[src/rtl/core/bds_pkg.sv]
`timescale 1ns / 1ps

package bds_pkg;

  // request operation codes
  typedef enum logic [2:0] {
    OP_PUSH_FRONT = 3'd0,
    OP_PUSH_BACK  = 3'd1,
    OP_POP_FRONT  = 3'd2,
    OP_POP_BACK   = 3'd3,
    OP_SEARCH     = 3'd4
  } op_e;

  // result status codes
  typedef enum logic [1:0] {
    ST_DONE  = 2'd0,
    ST_FULL  = 2'd1,
    ST_EMPTY = 2'd2
  } stat_e;

  // request beat
  typedef struct packed {
    logic [2:0]         operation;
    logic signed [31:0] value;
  } req_t;

  // result beat
  typedef struct packed {
    logic [1:0]         status;
    logic               found;
    logic [3:0]         position;
    logic signed [31:0] popped_value;
    logic [4:0]         entry_count;
  } res_t;

  // datapath actions issued by the controller
  typedef enum logic [3:0] {
    ACT_NONE,
    ACT_PUSH_FRONT,
    ACT_PUSH_BACK,
    ACT_READ_FRONT,
    ACT_READ_BACK,
    ACT_POP_FRONT,
    ACT_POP_BACK,
    ACT_SCAN_FIRST,
    ACT_SCAN_NEXT,
    ACT_RES_FULL,
    ACT_RES_EMPTY,
    ACT_RES_NOP,
    ACT_RES_HIT,
    ACT_RES_MISS
  } act_e;

  // controller to datapath
  typedef struct packed {
    logic load;
    act_e act;
  } cmd_t;

  // datapath to controller
  typedef struct packed {
    logic [2:0] op;
    logic       empty;
    logic       full;
    logic       match;
    logic       last;
  } sts_t;

endpackage

[src/rtl/core/bds_ram.sv]
`timescale 1ns / 1ps

module bds_ram #(
  parameter int WIDTH = 32,
  parameter int DEPTH = 16
) (
  input  logic                     clk_i,
  input  logic                     we_i,
  input  logic [$clog2(DEPTH)-1:0] waddr_i,
  input  logic [WIDTH-1:0]         wdata_i,
  input  logic [$clog2(DEPTH)-1:0] raddr_i,
  output logic [WIDTH-1:0]         rdata_o
);

  logic [WIDTH-1:0] mem [DEPTH];

  // single write port, registered read port
  always_ff @(posedge clk_i) begin
    if (we_i) begin
      mem[waddr_i] <= wdata_i;
    end
    rdata_o <= mem[raddr_i];
  end

endmodule

[src/rtl/core/bds_ctrl.sv]
`timescale 1ns / 1ps

module bds_ctrl (
  input  logic          clk_i,
  input  logic          rst_ni,
  input  logic          start_i,
  input  bds_pkg::sts_t sts_i,
  output bds_pkg::cmd_t cmd_o,
  output logic          busy_o
);

  import bds_pkg::*;

  typedef enum logic [3:0] {
    S_IDLE   = 4'b0001,
    S_DECODE = 4'b0010,
    S_POP    = 4'b0100,
    S_SCAN   = 4'b1000
  } state_e;

  state_e state_q, state_d;

  // next state and action
  always_comb begin
    state_d    = state_q;
    cmd_o.load = 1'b0;
    cmd_o.act  = ACT_NONE;
    case (state_q)
      S_IDLE: begin
        if (start_i) begin
          cmd_o.load = 1'b1;
          state_d    = S_DECODE;
        end
      end
      S_DECODE: begin
        state_d = S_IDLE;
        case (sts_i.op)
          OP_PUSH_FRONT: begin
            cmd_o.act = sts_i.full ? ACT_RES_FULL : ACT_PUSH_FRONT;
          end
          OP_PUSH_BACK: begin
            cmd_o.act = sts_i.full ? ACT_RES_FULL : ACT_PUSH_BACK;
          end
          OP_POP_FRONT: begin
            if (sts_i.empty) begin
              cmd_o.act = ACT_RES_EMPTY;
            end else begin
              cmd_o.act = ACT_READ_FRONT;
              state_d   = S_POP;
            end
          end
          OP_POP_BACK: begin
            if (sts_i.empty) begin
              cmd_o.act = ACT_RES_EMPTY;
            end else begin
              cmd_o.act = ACT_READ_BACK;
              state_d   = S_POP;
            end
          end
          OP_SEARCH: begin
            if (sts_i.empty) begin
              cmd_o.act = ACT_RES_EMPTY;
            end else begin
              cmd_o.act = ACT_SCAN_FIRST;
              state_d   = S_SCAN;
            end
          end
          default: begin
            cmd_o.act = ACT_RES_NOP;
          end
        endcase
      end
      S_POP: begin
        cmd_o.act = (sts_i.op == OP_POP_FRONT) ? ACT_POP_FRONT : ACT_POP_BACK;
        state_d   = S_IDLE;
      end
      S_SCAN: begin
        // one stored entry compared per cycle
        if (sts_i.match) begin
          cmd_o.act = ACT_RES_HIT;
          state_d   = S_IDLE;
        end else if (sts_i.last) begin
          cmd_o.act = ACT_RES_MISS;
          state_d   = S_IDLE;
        end else begin
          cmd_o.act = ACT_SCAN_NEXT;
        end
      end
      default: begin
        state_d = S_IDLE;
      end
    endcase
  end

  always_ff @(posedge clk_i or negedge rst_ni) begin
    if (!rst_ni) begin
      state_q <= S_IDLE;
    end else begin
      state_q <= state_d;
    end
  end

  assign busy_o = (state_q != S_IDLE);

endmodule

[src/rtl/core/bds_dp.sv]
`timescale 1ns / 1ps

module bds_dp #(
  parameter int DEPTH      = 16,
  parameter int VALUE_BITS = 32
) (
  input  logic          clk_i,
  input  logic          rst_ni,
  input  bds_pkg::cmd_t cmd_i,
  input  bds_pkg::req_t req_i,
  output bds_pkg::sts_t sts_o,
  output bds_pkg::res_t res_o,
  output logic          done_o
);

  import bds_pkg::*;

  localparam int IW = $clog2(DEPTH);
  localparam int CW = $clog2(DEPTH + 1);
  localparam int SW = IW + 1;

  req_t                  req_q;
  logic [IW-1:0]         front_q, front_d;
  logic [CW-1:0]         fill_q, fill_d;
  logic [IW-1:0]         slot_q, slot_d;
  logic [IW-1:0]         idx_q, idx_d;
  logic                  done_q, done_d;
  res_t                  res_q, res_d;

  logic [VALUE_BITS-1:0] key;
  logic [VALUE_BITS-1:0] rd_data;
  logic                  we;
  logic [IW-1:0]         waddr;
  logic [IW-1:0]         raddr;
  logic [IW-1:0]         front_dec, front_inc, slot_inc;
  logic [IW-1:0]         back_slot, last_slot;
  logic                  fin;
  logic [1:0]            fin_status;
  logic                  fin_found;
  logic [3:0]            fin_pos;
  logic signed [31:0]    fin_popped;

  // bring a sum below twice the depth back into the ring
  function automatic logic [IW-1:0] ring_wrap(input logic [SW-1:0] s);
    logic [SW-1:0] r;
    r = (s >= SW'(DEPTH)) ? (s - SW'(DEPTH)) : s;
    return r[IW-1:0];
  endfunction

  // key sign-extended or cut to the stored width
  assign key = VALUE_BITS'($signed(req_q.value));

  // ring slot arithmetic
  assign front_dec = (front_q == '0) ? IW'(DEPTH - 1) : (front_q - IW'(1));
  assign front_inc = (front_q == IW'(DEPTH - 1)) ? '0 : (front_q + IW'(1));
  assign slot_inc  = (slot_q == IW'(DEPTH - 1)) ? '0 : (slot_q + IW'(1));
  assign back_slot = ring_wrap(SW'(front_q) + SW'(fill_q));
  assign last_slot = ring_wrap(SW'(front_q) + SW'(fill_q) - SW'(1));

  // status toward the controller
  assign sts_o.op    = req_q.operation;
  assign sts_o.empty = (fill_q == '0);
  assign sts_o.full  = (fill_q == CW'(DEPTH));
  assign sts_o.match = (rd_data == key);
  assign sts_o.last  = ((CW'(idx_q) + CW'(1)) == fill_q);

  // action decode
  always_comb begin
    front_d    = front_q;
    fill_d     = fill_q;
    slot_d     = slot_q;
    idx_d      = idx_q;
    we         = 1'b0;
    waddr      = front_q;
    raddr      = front_q;
    fin        = 1'b0;
    fin_status = ST_DONE;
    fin_found  = 1'b0;
    fin_pos    = '0;
    fin_popped = '0;
    case (cmd_i.act)
      ACT_PUSH_FRONT: begin
        front_d = front_dec;
        waddr   = front_dec;
        we      = 1'b1;
        fill_d  = fill_q + CW'(1);
        fin     = 1'b1;
      end
      ACT_PUSH_BACK: begin
        waddr  = back_slot;
        we     = 1'b1;
        fill_d = fill_q + CW'(1);
        fin    = 1'b1;
      end
      ACT_READ_FRONT: begin
        raddr = front_q;
      end
      ACT_READ_BACK: begin
        raddr = last_slot;
      end
      ACT_POP_FRONT: begin
        front_d    = front_inc;
        fill_d     = fill_q - CW'(1);
        fin        = 1'b1;
        fin_popped = $signed(32'(rd_data));
      end
      ACT_POP_BACK: begin
        fill_d     = fill_q - CW'(1);
        fin        = 1'b1;
        fin_popped = $signed(32'(rd_data));
      end
      ACT_SCAN_FIRST: begin
        raddr  = front_q;
        slot_d = front_q;
        idx_d  = '0;
      end
      ACT_SCAN_NEXT: begin
        raddr  = slot_inc;
        slot_d = slot_inc;
        idx_d  = idx_q + IW'(1);
      end
      ACT_RES_FULL: begin
        fin        = 1'b1;
        fin_status = ST_FULL;
      end
      ACT_RES_EMPTY: begin
        fin        = 1'b1;
        fin_status = ST_EMPTY;
      end
      ACT_RES_NOP: begin
        fin = 1'b1;
      end
      ACT_RES_HIT: begin
        fin       = 1'b1;
        fin_found = 1'b1;
        fin_pos   = 4'(idx_q);
      end
      ACT_RES_MISS: begin
        fin = 1'b1;
      end
      default: begin
        fin = 1'b0;
      end
    endcase
  end

  // result beat assembly
  always_comb begin
    res_d  = res_q;
    done_d = fin;
    if (fin) begin
      res_d.status       = fin_status;
      res_d.found        = fin_found;
      res_d.position     = fin_pos;
      res_d.popped_value = fin_popped;
      res_d.entry_count  = 5'(fill_d);
    end
  end

  // control registers
  always_ff @(posedge clk_i or negedge rst_ni) begin
    if (!rst_ni) begin
      front_q <= '0;
      fill_q  <= '0;
      done_q  <= 1'b0;
    end else begin
      front_q <= front_d;
      fill_q  <= fill_d;
      done_q  <= done_d;
    end
  end

  // payload registers
  always_ff @(posedge clk_i) begin
    if (cmd_i.load) begin
      req_q <= req_i;
    end
    slot_q <= slot_d;
    idx_q  <= idx_d;
    res_q  <= res_d;
  end

  bds_ram #(
    .WIDTH (VALUE_BITS),
    .DEPTH (DEPTH)
  ) u_ram (
    .clk_i   (clk_i),
    .we_i    (we),
    .waddr_i (waddr),
    .wdata_i (key),
    .raddr_i (raddr),
    .rdata_o (rd_data)
  );

  assign res_o  = res_q;
  assign done_o = done_q;

endmodule

[src/rtl/core/bounded_deque_search.sv]
`timescale 1ns / 1ps

// Bounded deque of signed words in a ring memory with a linear search from
// the front. A request is taken when start is high and busy is low; its single
// result appears on res_o for exactly one cycle with done_o high, and the
// receiver cannot hold it off. A push, a failed request or an unused operation
// code is settled in the decode state; a pop first reads the entry memory once,
// and a search reads and compares the stored entries in order from the front
// until one matches or the last one is passed. The single read port of the
// entry memory delivers one stored entry per cycle to the comparator. The
// entry memory needs no clearing after reset.
module bounded_deque_search #(
  parameter int DEPTH      = 16,
  parameter int VALUE_BITS = 32
) (
  input  logic          clk_i,
  input  logic          rst_ni,
  input  logic          start,
  input  bds_pkg::req_t req_i,
  output logic          busy,
  output logic          done_o,
  output bds_pkg::res_t res_o
);

  import bds_pkg::*;

  cmd_t cmd;
  sts_t sts;

  // sequencing
  bds_ctrl u_ctrl (
    .clk_i   (clk_i),
    .rst_ni  (rst_ni),
    .start_i (start),
    .sts_i   (sts),
    .cmd_o   (cmd),
    .busy_o  (busy)
  );

  // pointers, entry memory and result register
  bds_dp #(
    .DEPTH      (DEPTH),
    .VALUE_BITS (VALUE_BITS)
  ) u_dp (
    .clk_i  (clk_i),
    .rst_ni (rst_ni),
    .cmd_i  (cmd),
    .req_i  (req_i),
    .sts_o  (sts),
    .res_o  (res_o),
    .done_o (done_o)
  );

endmodule

[config.mk]
export PLATFORM = sky130hd
export DESIGN_NAME = bounded_deque_search
export DESIGN_NICKNAME = d
export VERILOG_FILES = /design/src/rtl/core/bds_pkg.sv /design/src/rtl/core/bds_ram.sv /design/src/rtl/core/bds_ctrl.sv /design/src/rtl/core/bds_dp.sv /design/src/rtl/core/bounded_deque_search.sv
export SDC_FILE = /design/constraint.sdc
export NUM_CORES = 1
export LEC_CHECK = 0
export BUFFER_PORTS_ARGS = -buffer_cell sky130_fd_sc_hd__buf_2
export CORE_AREA = 2 2 208 210
export DETAILED_ROUTE_END_ITERATION = 16
export DIE_AREA = 0 0 210 212
export MAX_ROUTING_LAYER = met4
export PLACE_DENSITY = 0.77
export RECOVER_POWER = 25
export SETUP_SLACK_MARGIN = 0.2
export SYNTH_ARGS = -nofsm -noshare
export SYNTH_HDL_FRONTEND = slang
export SYNTH_SLANG_ARGS = --single-unit
[constraint.sdc]
create_clock -name clk_i -period 6.5 [get_ports clk_i]
set_input_delay 0.65 -clock clk_i [delete_from_list [all_inputs] [get_ports clk_i]]
set_output_delay 0.65 -clock clk_i [all_outputs]
set_load 0.005 [all_outputs]
Word-level counts from Yosys, hierarchy flattened
Memories as Yosys holds them, arrays and structs flattened. A register that Yosys moved wholly into a read port is not among the register bits.
Cells that the tools add are included.
- reduce and logical (&&, ||, !) cells: 10
- add/subtract/negate cells: 11
- $lt $le $gt $ge: 2
- equality and inequality tests: 28
- muxes and demuxes: 36
- operator list (operator ; number):
    $mux 4 ; 15
    $pmux 4 s2 ; 6
    $eq 4x4->1 const B ; 9
    $eq 32x32->1 ; 1
    $pmux 4 s3 ; 2
    $eq 4x3->1 const B ; 5
    $pmux 4 s5 ; 1
    $add 4x1->4 const B ; 3
    $sub 4x1->4 const B ; 3
    $ge 5x5->1 const B ; 2
    $pmux 5 s2 ; 1
    $sub 5x1->5 const B ; 2
    $reduce_or 9->1 ; 1
    $eq 4x1->1 const B ; 2
    $eq 4x2->1 const B ; 2
    $mux 1 ; 7
    $eq 3x2->1 const B ; 2
    $mux 3 ; 2
    $reduce_or 2->1 ; 3
    $add 4x1->5 const B ; 1
    $add 4x5->5 ; 1
    $add 5x1->5 const B ; 1
    $eq 5x5->1 ; 1
    $eq 5x5->1 const B ; 1
    12 further kinds ; 13
- memories kept: 1
- memory bits (writable): 512
- input port bits: 38
- register bits: 101
- word-level logic and storage cells: 101
- memories (memory ; depth ; width ; rd ports ; clocked after memory_dff ; wr ports ; RTL line ; RTL):
    u_dp.u_ram.mem ; 16 ; 32 ; 1 ; 1 ; 1 ; bds_ram.sv:15 ; logic [WIDTH-1:0] mem [DEPTH];

Logic depth before layout (Yosys ltp)
- depth after elaboration: 10
- depth in mapped cells: 16
- mapped depth without buffers: 12

Hierarchy
Synthesis repeated with hierarchy kept, for this count alone.
- cells, all modules: 1222
- area total of the unflattened synthesis: 24740.0 um^2
- by module, submodules not included (module ; instances ; area an instance (um^2) ; cells each):
    bds_ram ; 1 ; 19835.3 ; 838
    bds_dp ; 1 ; 4530.6 ; 338
    bds_ctrl ; 1 ; 374.1 ; 46

Worst setup path before layout
OpenSTA, ideal clock, no wires.
- path kind: register to register
- from: reg u_ctrl.state_q[3]
- to: mem u_dp.u_ram.mem[2][0], enable pin
- path slack: 846 ps
- stages on the path, launching flop included: 13
- arrival time: 5186 ps
- data required time: 6032 ps
- setup time: 468 ps
- period minus slack after synthesis: 5654 ps
- cell sequence: dfrtp_1 > or4b_1 > buf_2 > mux2i_1 > o32ai_1 > or2_0 > clkbuf_2 > or3_1 > buf_6 > nand2b_1 > a21o_1 > or2_2 > nor3b_1
- cells in the longest elaborated chain, start to end: 7
- elaborated cells between the ends (all ways): 11
- ends and longest elaborated chain (element ; RTL line ; RTL):
    start, declared ; bds_ctrl.sv:21 ; state_e state_q, state_d;
    start signal, assigned ; bds_ctrl.sv:99 ; state_q <= state_d;
    $eq 4x4->1 (tied with other cells) ; bds_ctrl.sv:28 ; case (state_q)
    $pmux 4 s3 (*) ; bds_ctrl.sv:28 ;
    $eq 4x1->1 or $eq 4x2->1 (tied branches) ; bds_dp.sv:81 ; case (cmd_i.act)
    $reduce_or 2->1 (no line) ; - ;
    $mux 1 ; bds_dp.sv:81 ;
    $mux 1 ; bds_ram.sv:19 ; if (we_i) begin
    $mux 1 (not written as such) ; bds_ram.sv:20 ; mem[waddr_i] <= wdata_i;
    end, declared ; bds_ram.sv:15 ;
Every way passes the cells marked *; elsewhere a longest branch is shown, timed or not.

Worst setup path in the final report
- from: reg u_dp.req_q (netlist bit u_dp.key[27])
- to: mem u_dp.u_ram.mem[1][5], enable pin
- cells in the longest elaborated chain, start to end: 8
- elaborated cells between the ends (all ways): 10
- ends and longest elaborated chain (element ; RTL line ; RTL):
    start, declared ; bds_dp.sv:22 ; req_t req_q;
    start signal, assigned ; bds_dp.sv:176 ; req_q <= req_i;
    $eq 32x32->1 (*) ; bds_dp.sv:64 ; assign sts_o.match = (rd_data == key);
    $mux 4 (*) ; bds_ctrl.sv:79 ; if (sts_i.match) begin
    $pmux 4 s3 (*) ; bds_ctrl.sv:28 ;
    $eq 4x1->1 or $eq 4x2->1 (tied branches) ; bds_dp.sv:81 ;
    $reduce_or 2->1 (no line) ; - ;
    $mux 1 ; bds_dp.sv:81 ;
    $mux 1 ; bds_ram.sv:19 ;
    $mux 1 (not written as such) ; bds_ram.sv:20 ;
Marked as above.

==> flow_metrics.py <==
metrics = {
    "pwr": {
        "p_comb_share_pct": 25.8,
        "swShare_pct": 31.7,
        "powerDensity_nw_per_um2": 417,
        "p_clk_share_pct": 31.2,
        "internal_power_mw": 8.37,
        "power.switching_mw": 3.88,
        "power_mw": 12.2,
        "p_leak_nw": 10.1,
        "power_frac_seq_pct": 43.0,
        "max-vdd-ir-drop_mv": 0.284,
    },
    "setup_path": {
        "worstPathRequired_ps": 6770,
        "crit_chain": "clkbuf_1 -> xnor2_1 -> nand4_1 -> nor4_1 -> a21oi_1 -> or3_1 -> a211oi_4 -> nor2_1 -> a21oi_1 -> nand2_1 -> nor2_4 -> buf_12",
        "worst_r2r_path_depth": 12,
        "cp_top_family": "simple AND/OR/NAND/NOR gates",
        "critPathCaptureType": "flop",
        "slowest_delay_ps": 740,
        "path_class": "flop to flop",
        "reg2reg_from": "u_dp.key[27]$_DFFE_PP_",
        "start_kind": "flop",
        "arrival_ps": 5720,
        "crit_buf_inv": 2,
        "crit_slowest_cell": "nor4_1",
        "worstReg2RegEnd": "u_dp.u_ram.mem[1][5]$_DFFE_PP_",
        "path_common_cell": "a21oi_1",
        "ff2ff_setup_slack_ps": 1050,
        "crit_fanout": 21,
    },
    "die": {
        "dieArea_sq_um": 44500,
        "dieHeight_um": 212,
        "die_x_um": 210,
        "start_util_pct": 61.2,
        "rows": 76,
        "ioPinCount": 84,
        "core-area_sq_um": 42500,
    },
    "logic_synthesis": {
        "avgSynthCellArea_sq_um": 14.9,
        "ys_seq_area_share_pct": 73.0,
        "synth-edff-count": 599,
        "ys_ff_latch": 645,
        "ys.flop_type": "edfxtp_1",
        "synthCells": 1746,
        "synth.distinct_cells": 84,
        "yosysWarnings": 0,
        "async_flop_share_pct": 2.17,
        "netlist_area_sq_um": 26000,
        "syn-num-nets": 1798,
    },
    "global_route": {
        "grt_max_degree": 89,
        "grt_pass1_wl_um": 97100,
        "grt_pass1_vias": 15839,
        "antenna_found_initial": 1,
        "track_usage_pct": 30.4,
        "grt-ovfl-total": 0,
    },
    "timing": {
        "max-slew-margin-rel_pct": 28.0,
        "drv_slew": 0,
        "setup_violations": 0,
        "fin_skew_ps": 17.8,
        "setup_ws_ps": 1050,
        "worst_pin_slew_ps": 1080,
        "fmax_ghz": 0.183,
        "grt_setup_unrepaired": "no",
        "period_share_pct": 83.8,
        "fin_tns_setup_ps": 0,
        "finalCriticalPeriod_ps": 5450,
        "finalHoldViolCount": 0,
        "fin_hold_ws_ps": 238,
    },
    "place": {
        "dpl_worst_slack_ps": 1230,
        "io_buffers": 83,
        "dp_cells": 2314,
        "hpwl_um": 35600,
        "gp_congestion": 0.900,
        "dpl-instance-area_sq_um": 27100,
    },
    "clock_network": {
        "ctsLongestPathBuffers": 3,
        "path_clk_slew_ps": 60,
        "root_buffer": "clkbuf_16",
        "cts_tree": "done",
        "numCtsBuffers": 66,
        "insertion_delay_ps": 590,
        "clkSinkCount": 645,
        "htreeDepth": 3,
    },
    "routing": {
        "routed_wl_um": 64000,
        "initialDrtViolationCount": 2077,
        "vias": 15952,
        "avgViaCountPerCell": 6.56,
        "drt_drc_violations_left": 0,
        "postRouteAntennaNets": 0,
        "firstDrtPassIters": 6,
        "wl_per_cell_um": 26.3,
    },
    "layout": {
        "drive_above_1_share_pct": 16.0,
        "final_cell_mix": "599 x edfxtp_1, 187 x nand2_1, 162 x nand3_1, 94 x o21ai_0, 78 x mux2i_1",
        "design_area_sq_um": 29300,
        "utilization_pct": 69.0,
        "nNetsFinal": 1889,
        "n_fill_cell": 2802,
        "fin_cells": 2433,
        "layout_commonest_cell": "edfxtp_1",
        "syn2layout_area_growth_pct": 12.9,
        "antenna_cells": 0,
    },
    "min_path": {
        "hold_depth": 1,
        "min_from": "req_i[9]",
        "hold_path.class": "input port to flop",
        "min_to": "u_dp.key[9]$_DFFE_PP_",
    },
    "outcome": {
        "status": "finished clean",
    },
    "run": {
        "drv_cap": 0,
    },
}
layout make-up:
class                   count  area (sq um)  share of cell area [%]
well taps                 546           683                    2.33
flip-flops and latches    645         19000                    64.7
clock inverters            36           388                    1.32
clock buffers              82          1820                    6.19
repair buffers            133           861                    2.93
inverters                  13          48.8                   0.166
multi-input cells         978          6560                    22.4
cells by family (layout without fill, tap and decap cells):
kind of cell | count (synthesis) | in the layout | synth area share [%]
compound gates | 233 | 233 | 6.47
xor+xnor | 49 | 49 | 1.70
fa+ha+maj | 14 | 14 | 0.732
buf+inv | 123 | 264 | 2.49
flops | 645 | 645 | 73.0
mux | 90 | 90 | 3.52
simple gates | 592 | 592 | 12.1
state kept, by name (all words and copies together), names as in the netlist, 4 cells and up:
| signal | cells |
|---|---|
| u_dp.u_ram.mem | 512 |
| u_dp.res_o | 44 |
| u_dp.key | 32 |
| u_dp.u_ram.rdata_o | 32 |
| u_dp.fill_q | 5 |
| u_ctrl.state_q | 4 |
| u_dp.front_q | 4 |
| u_dp.idx_q | 4 |
| u_dp.slot_q | 4 |
power groups by stage:
stage / clock network, mW / registers [mW] / logic (mW)
after floorplan: 0 / 5.20 / 2.27
after global placement: 0 / 5.33 / 3.03
after detailed placement: 0 / 5.34 / 3.10
after CTS: 3.87 / 5.26 / 3.14
after global routing: 4.03 / 5.29 / 3.40
final: 3.83 / 5.27 / 3.15
worst max path at each step:
| stage | startpoint | endpoint | slack (ps) | depth (start not counted) |
|---|---|---|---|---|
| 3_3_place_gp | u_dp.key[13]$_DFFE_PP_ | u_dp.u_ram.mem[1][9]$_DFFE_PP_ | 1210 | 11 |
| 5_1_grt | u_dp.key[27]$_DFFE_PP_ | u_dp.u_ram.mem[1][2]$_DFFE_PP_ | 770 | 12 |
| 4_1_cts | u_dp.key[29]$_DFFE_PP_ | u_dp.u_ram.mem[1][5]$_DFFE_PP_ | 1190 | 11 |
| 6_report | u_dp.key[27]$_DFFE_PP_ | u_dp.u_ram.mem[1][5]$_DFFE_PP_ | 1050 | 12 |
| 2_1_floorplan | u_ctrl.state_q[3]$_DFFE_PN0P_ | u_dp.u_ram.mem[2][0]$_DFFE_PP_ | 850 | 12 |
| 3_5_place_dp | u_dp.key[29]$_DFFE_PP_ | u_dp.u_ram.mem[1][9]$_DFFE_PP_ | 1230 | 11 |
synthesized netlist by cell type (all sizes together), types with 13 or more instances:
cell	number	area share (%)
edfxtp	599	69
nand2	188	2.7
nand3	164	3.2
o21ai	99	1.9
mux2i	78	3.0
nand4	74	1.8
clkbuf	65	0.94
buf	45	1.4
a32o	44	1.7
xnor2	42	1.4
and2	40	0.96
nor2	36	0.61
nor3	35	1.1
dfxtp	32	2.5
a32oi	21	0.74
a21oi	20	0.43
dfrtp	13	1.3
inv	13	0.19
what timing repair did:
| item | in CTS | in global routing |
|---|---|---|
| buffers inserted | 0 | 0 |
| gates resized for setup | 0 | 0 |
| hold buffers | 1 | 0 |
| hold endpoints to repair | 13 | 0 |
worst reg2reg max path, cell delays in order (launching register included):
cell	delay, ps
edfxtp_1	330
clkbuf_1	630
xnor2_1	300
nand4_1	130
nor4_1	740
a21oi_1	240
or3_1	520
a211oi_4	370
nor2_1	100
a21oi_1	520
nand2_1	390
nor2_4	560
buf_12	300
layer usage:
| metal | part of all wire, % | GRT usage, % | up-vias |
|---|---|---|---|
| met2 | 48 | 47.1 | 957 |
| met4 | 3.6 | 11.3 | 0 |
| li1 | - | - | 6933 |
| met5 | 0 | - | - |
| met1 | 39 | 41.0 | 7867 |
| met3 | 9.5 | 5.49 | 195 |
(Power assumes the default switching activity.)
